==> config.mk <==
export PLATFORM = sky130hd
export DESIGN_NAME = keepalive_heartbeat_fsm
export DESIGN_NICKNAME = d
export VERILOG_FILES = /design/src/kahb_pkg.sv /design/src/kahb_cfg_regs.sv /design/src/kahb_core.sv /design/src/keepalive_heartbeat_fsm.sv
export VERILOG_INCLUDE_DIRS = /design/src /design/src/src
export SDC_FILE = /design/constraint.sdc
export NUM_CORES = 1
export LEC_CHECK = 0
export ABC_AREA = 0
export BUFFER_PORTS_ARGS = -buffer_cell sky130_fd_sc_hd__clkbuf_2
export CORE_ASPECT_RATIO = 1.1
export CORE_UTILIZATION = 60
export DETAILED_ROUTE_END_ITERATION = 10
export GPL_TIMING_DRIVEN = 1
export PLACE_DENSITY = 0.8
export SETUP_SLACK_MARGIN = 0.3
export SLEW_MARGIN = 15
export SYNTH_ARGS = -nofsm -noshare
export SYNTH_HDL_FRONTEND = slang
export SYNTH_HIERARCHICAL = 1
export SYNTH_SLANG_ARGS = --single-unit
==> constraint.sdc <==
create_clock -name clk -period 3.7 [get_ports clk]
set_input_delay 0.185 -clock clk [delete_from_list [all_inputs] [get_ports clk]]
set_output_delay 0.185 -clock clk [all_outputs]
set_load 0.03 [all_outputs]
==> src/keepalive_heartbeat_fsm_macros.svh <==
// ----------------------------------------------------------------------------
// Keepalive heartbeat watchdog assertion macros
// Shared immediate-implication and next-cycle-implication property forms.
// ----------------------------------------------------------------------------
`ifndef KEEPALIVE_HEARTBEAT_FSM_MACROS_SVH
`define KEEPALIVE_HEARTBEAT_FSM_MACROS_SVH

// Antecedent implies consequent in the same cycle, quiet during reset.
`define KAHB_ASSERT_IMP(lbl, ante, cons, msg) \
	lbl: assert property (@(posedge clk) disable iff (!arst_n) (ante) |-> (cons)) \
		else $error(msg);

// Antecedent implies consequent in the following cycle, quiet during reset.
`define KAHB_ASSERT_NXT(lbl, ante, cons, msg) \
	lbl: assert property (@(posedge clk) disable iff (!arst_n) (ante) |=> (cons)) \
		else $error(msg);

`endif

==> src/kahb_pkg.sv <==
// ----------------------------------------------------------------------------
// kahb_pkg
// Types, codes and reset values shared by the keepalive watchdog modules.
// ----------------------------------------------------------------------------
package kahb_pkg;

	localparam int unsigned PeriodW = 16;
	localparam int unsigned ModeW   = 3;
	localparam int unsigned StatusW = 16;
	localparam int unsigned ActionW = 2;
	localparam int unsigned PhaseW  = 3;
	localparam int unsigned CfgIdxW = 3;

	// Event codes
	localparam logic [ModeW-1:0] ModeTick       = 3'd0;
	localparam logic [ModeW-1:0] ModeConnect    = 3'd1;
	localparam logic [ModeW-1:0] ModeAuth       = 3'd2;
	localparam logic [ModeW-1:0] ModeDisconnect = 3'd3;
	localparam logic [ModeW-1:0] ModePacket     = 3'd4;
	localparam logic [ModeW-1:0] ModePong       = 3'd5;

	// Commands to the client
	localparam logic [ActionW-1:0] ActNone      = 2'd0;
	localparam logic [ActionW-1:0] ActPing      = 2'd1;
	localparam logic [ActionW-1:0] ActLeave     = 2'd2;
	localparam logic [ActionW-1:0] ActReconnect = 2'd3;

	localparam logic [StatusW-1:0] NormalClose = 16'd1000;

	// Register indexes on the configuration port
	localparam logic [CfgIdxW-1:0] CfgConnect = 3'd0;
	localparam logic [CfgIdxW-1:0] CfgAuth    = 3'd1;
	localparam logic [CfgIdxW-1:0] CfgIdle    = 3'd2;
	localparam logic [CfgIdxW-1:0] CfgPong    = 3'd3;
	localparam logic [CfgIdxW-1:0] CfgRetry   = 3'd4;

	localparam logic [PeriodW-1:0] ConnectReset = 16'd20000;
	localparam logic [PeriodW-1:0] AuthReset    = 16'd5000;
	localparam logic [PeriodW-1:0] IdleReset    = 16'd20000;
	localparam logic [PeriodW-1:0] PongReset    = 16'd15000;
	localparam logic [PeriodW-1:0] RetryReset   = 16'd2000;

	typedef struct packed {
		logic [PeriodW-1:0] connect_timeout_ms;
		logic [PeriodW-1:0] auth_timeout_ms;
		logic [PeriodW-1:0] idle_period_ms;
		logic [PeriodW-1:0] pong_timeout_ms;
		logic [PeriodW-1:0] retry_period_ms;
	} cfg_t;

	typedef struct packed {
		logic [ModeW-1:0]   mode;
		logic [StatusW-1:0] close_status;
		logic               packet_is_reply;
	} event_t;

	typedef struct packed {
		logic [ActionW-1:0] action;
		logic [PhaseW-1:0]  phase_now;
		logic               timer_running;
	} result_t;

endpackage

==> src/kahb_cfg_regs.sv <==
// ----------------------------------------------------------------------------
// kahb_cfg_regs
// Holds the five timer periods and takes writes from the configuration port.
// ----------------------------------------------------------------------------
module kahb_cfg_regs (
	input  logic                             clk,
	input  logic                             arst_n,
	input  logic                             wr_en,
	input  logic [kahb_pkg::CfgIdxW-1:0]     wr_index,
	input  logic [kahb_pkg::PeriodW-1:0]     wr_data,
	output kahb_pkg::cfg_t                   cfg
);

	kahb_pkg::cfg_t cfg_q;

	always_ff @(posedge clk or negedge arst_n) begin
		if (!arst_n) begin
			cfg_q.connect_timeout_ms <= kahb_pkg::ConnectReset;
			cfg_q.auth_timeout_ms    <= kahb_pkg::AuthReset;
			cfg_q.idle_period_ms     <= kahb_pkg::IdleReset;
			cfg_q.pong_timeout_ms    <= kahb_pkg::PongReset;
			cfg_q.retry_period_ms    <= kahb_pkg::RetryReset;
		end else if (wr_en) begin
			// Writes to an index beyond the register list are dropped.
			case (wr_index)
				kahb_pkg::CfgConnect: cfg_q.connect_timeout_ms <= wr_data;
				kahb_pkg::CfgAuth:    cfg_q.auth_timeout_ms    <= wr_data;
				kahb_pkg::CfgIdle:    cfg_q.idle_period_ms     <= wr_data;
				kahb_pkg::CfgPong:    cfg_q.pong_timeout_ms    <= wr_data;
				kahb_pkg::CfgRetry:   cfg_q.retry_period_ms    <= wr_data;
				default: ;
			endcase
		end
	end

	assign cfg = cfg_q;

endmodule

==> src/kahb_core.sv <==
// ----------------------------------------------------------------------------
// kahb_core
// Phase machine, repeating millisecond timer and peer flag of the watchdog.
// ----------------------------------------------------------------------------
`include "keepalive_heartbeat_fsm_macros.svh"

module kahb_core (
	input  logic              clk,
	input  logic              arst_n,
	input  logic              step,
	input  kahb_pkg::event_t  evt,
	input  kahb_pkg::cfg_t    cfg,
	output kahb_pkg::result_t res
);

	typedef enum logic [kahb_pkg::PhaseW-1:0] {
		PH_IDLE         = 3'd0,
		PH_WAIT_CONNECT = 3'd1,
		PH_WAIT_AUTH    = 3'd2,
		PH_WAIT_PONG    = 3'd3,
		PH_RECONNECT    = 3'd4
	} phase_t;

	phase_t                       phase_q, phase_d;
	logic                         timer_q, timer_d;
	logic [kahb_pkg::PeriodW-1:0] elapsed_q, elapsed_d;
	logic                         peer_q, peer_d;
	logic [kahb_pkg::ActionW-1:0] action;
	logic [kahb_pkg::PeriodW-1:0] period;
	logic [kahb_pkg::PeriodW:0]   elapsed_inc;
	logic                         expired;

	always_comb begin
		case (phase_q)
			PH_WAIT_CONNECT: period = cfg.connect_timeout_ms;
			PH_WAIT_AUTH:    period = cfg.auth_timeout_ms;
			PH_WAIT_PONG:    period = cfg.pong_timeout_ms;
			PH_RECONNECT:    period = cfg.retry_period_ms;
			default:         period = cfg.idle_period_ms;
		endcase
	end

	// A period of zero expires on every tick, like a period of one.
	assign elapsed_inc = {1'b0, elapsed_q} + {{kahb_pkg::PeriodW{1'b0}}, 1'b1};
	assign expired     = elapsed_inc >= {1'b0, period};

	always_comb begin
		phase_d   = phase_q;
		timer_d   = timer_q;
		elapsed_d = elapsed_q;
		peer_d    = peer_q;
		action    = kahb_pkg::ActNone;
		case (evt.mode)
			kahb_pkg::ModeTick: begin
				if (timer_q) begin
					if (expired) begin
						elapsed_d = '0;
						if (peer_q) begin
							case (phase_q)
								PH_IDLE: begin
									phase_d = PH_WAIT_PONG;
									action  = kahb_pkg::ActPing;
								end
								PH_RECONNECT: action = kahb_pkg::ActReconnect;
								default:      action = kahb_pkg::ActLeave;
							endcase
						end
					end else begin
						elapsed_d = elapsed_inc[kahb_pkg::PeriodW-1:0];
					end
				end
			end
			kahb_pkg::ModeConnect: begin
				peer_d    = 1'b1;
				phase_d   = PH_WAIT_CONNECT;
				timer_d   = 1'b1;
				elapsed_d = '0;
			end
			kahb_pkg::ModeAuth: begin
				phase_d   = PH_WAIT_AUTH;
				timer_d   = 1'b1;
				elapsed_d = '0;
			end
			kahb_pkg::ModeDisconnect: begin
				// A normal close stops the timer, clears the elapsed time and keeps the phase.
				elapsed_d = '0;
				if (evt.close_status != kahb_pkg::NormalClose) begin
					phase_d = PH_RECONNECT;
					timer_d = 1'b1;
				end else begin
					timer_d = 1'b0;
				end
			end
			kahb_pkg::ModePacket: begin
				if (evt.packet_is_reply) begin
					phase_d   = PH_IDLE;
					timer_d   = 1'b1;
					elapsed_d = '0;
				end
			end
			kahb_pkg::ModePong: begin
				phase_d   = PH_IDLE;
				timer_d   = 1'b1;
				elapsed_d = '0;
			end
			default: ;
		endcase
	end

	always_ff @(posedge clk or negedge arst_n) begin
		if (!arst_n) begin
			phase_q   <= PH_IDLE;
			timer_q   <= 1'b0;
			elapsed_q <= '0;
			peer_q    <= 1'b0;
		end else if (step) begin
			phase_q   <= phase_d;
			timer_q   <= timer_d;
			elapsed_q <= elapsed_d;
			peer_q    <= peer_d;
		end
	end

	assign res.action        = action;
	assign res.phase_now     = phase_d;
	assign res.timer_running = timer_d;

	`KAHB_ASSERT_IMP(a_stopped_timer_clear, !timer_q, elapsed_q == '0, "stopped timer has elapsed time")
	`KAHB_ASSERT_IMP(a_action_only_on_tick, step && (evt.mode != kahb_pkg::ModeTick), action == kahb_pkg::ActNone, "command issued outside a tick")
	`KAHB_ASSERT_NXT(a_ping_enters_pong, step && (action == kahb_pkg::ActPing), (phase_q == PH_WAIT_PONG) && timer_q && (elapsed_q == '0), "ping did not restart in wait-pong")
	`KAHB_ASSERT_IMP(a_action_needs_peer, action != kahb_pkg::ActNone, peer_q && timer_q, "command without known peer or running timer")

endmodule

==> src/keepalive_heartbeat_fsm.sv <==
// Each accepted event is held in the event register, and its result in the result register.
// Throughput: one event per cycle unless a stalled result fills the pipeline; the phase,
// timer and peer update is a single registered pass between the event and result registers.
// Reset (arst_n, asynchronous): phase idle, timer stopped, elapsed time zero,
// peer unknown, periods back to their defaults, both pipeline stages empty.
// ----------------------------------------------------------------------------
// keepalive_heartbeat_fsm
// Connection keepalive watchdog: turns tick, connect, auth, disconnect, packet
// and pong events into ping, leave and reconnect commands.
// ----------------------------------------------------------------------------
module keepalive_heartbeat_fsm (
	input  logic                          clk,
	input  logic                          arst_n,
	// Event channel
	input  logic                          event_valid,
	output logic                          event_stall,
	input  logic [kahb_pkg::ModeW-1:0]    mode,
	input  logic [kahb_pkg::StatusW-1:0]  close_status,
	input  logic                          packet_is_reply,
	// Result channel
	output logic                          result_valid,
	input  logic                          result_stall,
	output logic [kahb_pkg::ActionW-1:0]  action,
	output logic [kahb_pkg::PhaseW-1:0]   phase_now,
	output logic                          timer_running,
	// Configuration write channel
	input  logic                          cfg_valid,
	output logic                          cfg_ready,
	input  logic [kahb_pkg::CfgIdxW-1:0]  cfg_index,
	input  logic [kahb_pkg::PeriodW-1:0]  cfg_data
);

	logic              valid_s1;
	kahb_pkg::event_t  evt_s1;
	logic              valid_s2;
	kahb_pkg::result_t res_s2;
	kahb_pkg::result_t res_next;
	kahb_pkg::cfg_t    cfg;
	logic              advance;

	// The event register moves on whenever the result register is free or
	// its transaction completes in this cycle.
	assign advance     = valid_s1 && (!valid_s2 || !result_stall);
	assign event_stall = valid_s1 && !advance;
	assign cfg_ready   = 1'b1;

	always_ff @(posedge clk or negedge arst_n) begin
		if (!arst_n) begin
			valid_s1 <= 1'b0;
		end else if (!event_stall) begin
			valid_s1 <= event_valid;
		end
	end

	always_ff @(posedge clk) begin
		if (event_valid && !event_stall) begin
			evt_s1.mode            <= mode;
			evt_s1.close_status    <= close_status;
			evt_s1.packet_is_reply <= packet_is_reply;
		end
	end

	kahb_cfg_regs u_cfg_regs (
		.clk      (clk),
		.arst_n   (arst_n),
		.wr_en    (cfg_valid && cfg_ready),
		.wr_index (cfg_index),
		.wr_data  (cfg_data),
		.cfg      (cfg)
	);

	kahb_core u_core (
		.clk    (clk),
		.arst_n (arst_n),
		.step   (advance),
		.evt    (evt_s1),
		.cfg    (cfg),
		.res    (res_next)
	);

	always_ff @(posedge clk or negedge arst_n) begin
		if (!arst_n) begin
			valid_s2 <= 1'b0;
		end else if (advance) begin
			valid_s2 <= 1'b1;
		end else if (!result_stall) begin
			valid_s2 <= 1'b0;
		end
	end

	always_ff @(posedge clk) begin
		if (advance) begin
			res_s2 <= res_next;
		end
	end

	assign result_valid  = valid_s2;
	assign action        = res_s2.action;
	assign phase_now     = res_s2.phase_now;
	assign timer_running = res_s2.timer_running;

endmodule

==> metrics.yaml <==
synth_area_per_cell_um2: 12.6
nNetsFinal: 656
grt_overflow: 0
design.die.area_um2: 11200
globalRouteMet1Util: 0.367
fin_util: 0.740
clk_pin_slew_worst_paths_ns: 0.05
die-width_um: 101
rsz0062_at_grt: "false"
drv_cap: 0
drive_gt1_frac: 0.390
drt_iter0_markers: 246
cts_buffers: 17
min_path_type: "input pin to flop"
initial_core_util: 0.622
track_usage: 0.287
ys_seq_area_frac: 0.522
fin_cells: 751
antenna_cells: 0
grt_busiest_layer: "met2"
avgRoutedWirePerCell_um: 19.5
final_common_cell: "mux2_2"
fill_cells: 718
fin_crit_ns: 3.20
coreArea_um2: 10400
area_growth_pct: 19.0
io_pins: 53
slew_violations: 0
outcome: "finished clean"
synth_edf_count: 26
crit_required_ns: 4.04
irDropWorstVdd_v: 0.000367
yosysWarnings: 6
h-tree-depth: 4
p_total_uw: 4510
seq_area_um2: 3400
met2_usage: 0.470
viasPerCell: 6.14
cts_tree: "done"
setup_violations: 0
routed_wl_um: 14700
cts-root-buf: "clkbuf_16"
grt_start_max_net_pins: 81
arrival_ns: 3.54
synth_cells: 516
postRouteAntennaNets: 0
numPlacedInstances: 695
reg2regPathDepth: 9
endpoint_kind: "flop"
power_density_nw_per_um2: 584
dpl.hpwl_um: 9260
num_vias: 4609
crit_path_max_incr_delay_ns: 0.55
clk_path_buf_depth: 2
chipHeight_um: 111
finalClockSkew_ns: 0.00648
insertion_delay_ns: 0.41
drc: 0
netlist_area_um2: 6500
gp_congestion: 0.867
final_cell_mix: "mux2_2, dfrtp_1, clkbuf_2"
finalCritPeriodShare: 0.866
row_count: 39
port_buffers: 51
clock-sinks: 129
ys_ff_latch: 129
slew_headroom: 0.323
grt_pass1_vias: 4908
drtPass1Iterations: 5
holdWs_ns: 0.0473
worstSetupPathType: "flop to flop"
synthArstFlopShare: 0.798
grt_pass1_wl_um: 24400
crit_chain: "mux4_2 -> o21ai_0 -> ha_1 -> and4_1 -> a31o_1 -> a221oi_2 -> o211a_4 -> buf_4 -> a32o_1"
slowest_stage: "mux4_2"
synth-main-ff-cell: "dfrtp_1"
fmax_ghz: 0.312
multi_input_area_um2: 2900
critPathLaunchType: "flop"
worstPathMaxFanout: 12
yosysUniqueCellTypes: 65
hold_depth: 2
tightest_slew_ns: 1.02
leakage_uw: 0.00317
synthesis.nets: 577
use_met3: 0.0731
antenna_found_initial: 0
fin_tns_setup_ns: 0
hold_violations: 0
power breakdown:
part           internal [uW]  switching [uW]  leakage [uW]
clock network           1040             577      0.000276
registers               1730             167       0.00146
logic                    481             510       0.00143
worst paths after layout:
path / startpoint / to / slack (ns)
max: u_core/phase_q[0] / u_core/elapsed_q[2] / 0.50
min: result_stall / result_valid / 0.05
max reg2reg: u_core/phase_q[0] / u_core/elapsed_q[2] / 0.50
min reg2reg: u_core/peer_q / u_core/peer_q / 0.47
max in group asynchronous: arst_n / u_cfg_regs/cfg[19] / 2.23
min in group asynchronous: arst_n / u_core/timer_q / 0.46
metal layers:
layer	vias up	routed length [um]
li1	2109	-
met1	2320	6150
met2	152	7520
met3	28	767
met4	0	243
met5	-	0
registers in the layout, indices dropped and copies added (netlist names), 2 cells and up:
name	flops
u_cfg_regs/cfg	80
action	2
u_core/phase_q	3
phase_now	3
u_core/elapsed_q	16
evt_s1	20
cells by family after synthesis:
kind of cell / Yosys count / synth area share
flops: 129 / 0.522
compound gates: 112 / 0.120
mux: 89 / 0.164
xor+xnor: 14 / 0.0212
fa+ha+maj: 17 / 0.0327
simple gates: 111 / 0.103
buf+inv: 43 / 0.0356
other cells: 1 / 0.000577
critical path: cells and delay by family, from the launching register on:
family	cells	cell delay, ns
buffers and inverters	1	0.16
DFF	1	0.53
muxes	1	0.55
and+or+nand+nor	1	0.20
adders and majority gates	1	0.31
AOI/OAI and AO/OA	5	1.37
through the flow:
stage          worst slack (ns)  area (um2)
2_1_floorplan             0.668        6500
5_1_grt                   0.344        7730
4_1_cts                   0.309        7690
6_report                  0.497        7730
3_3_place_gp              0.283        6890
3_5_place_dp              0.166        6890
cells in the mapped netlist (9+ instances only):
cell type	number	area (um2)
nand2b_1	16	100
ha_1	17	213
mux2_2	82	923
nand2_1	30	113
nor2_1	11	41.3
inv_1	9	33.8
o21ai_0	34	170
clkbuf_1	18	67.6
a32o_1	16	160
dfrtp_1	75	1880
nand3_1	13	65.1
o211ai_1	10	75.1
o22ai_1	9	56.3
edfxtp_1	26	781
dfstp_2	28	736
o311ai_0	9	78.8
repair_timing:
action / in CTS / in global routing
hold buffers: 22 / 0
setup endpoints to repair: 20 / 21
cloned: 0 / 0
resized for setup: 3 / 2
hold endpoints to repair: 75 / 0
pin swaps: 0 / 1
setup buffers: 0 / 1
final cells by class:
class,instances,area share
Clock buffer,27,0.0638
Tap cell,143,0.0232
Timing Repair Buffer,94,0.0839
Multi-Input combinational cell,344,0.375
Inverter,9,0.00437
Clock inverter,5,0.0100
Sequential cell,129,0.440
No activity file was read; power rests on OpenSTA's default activity.
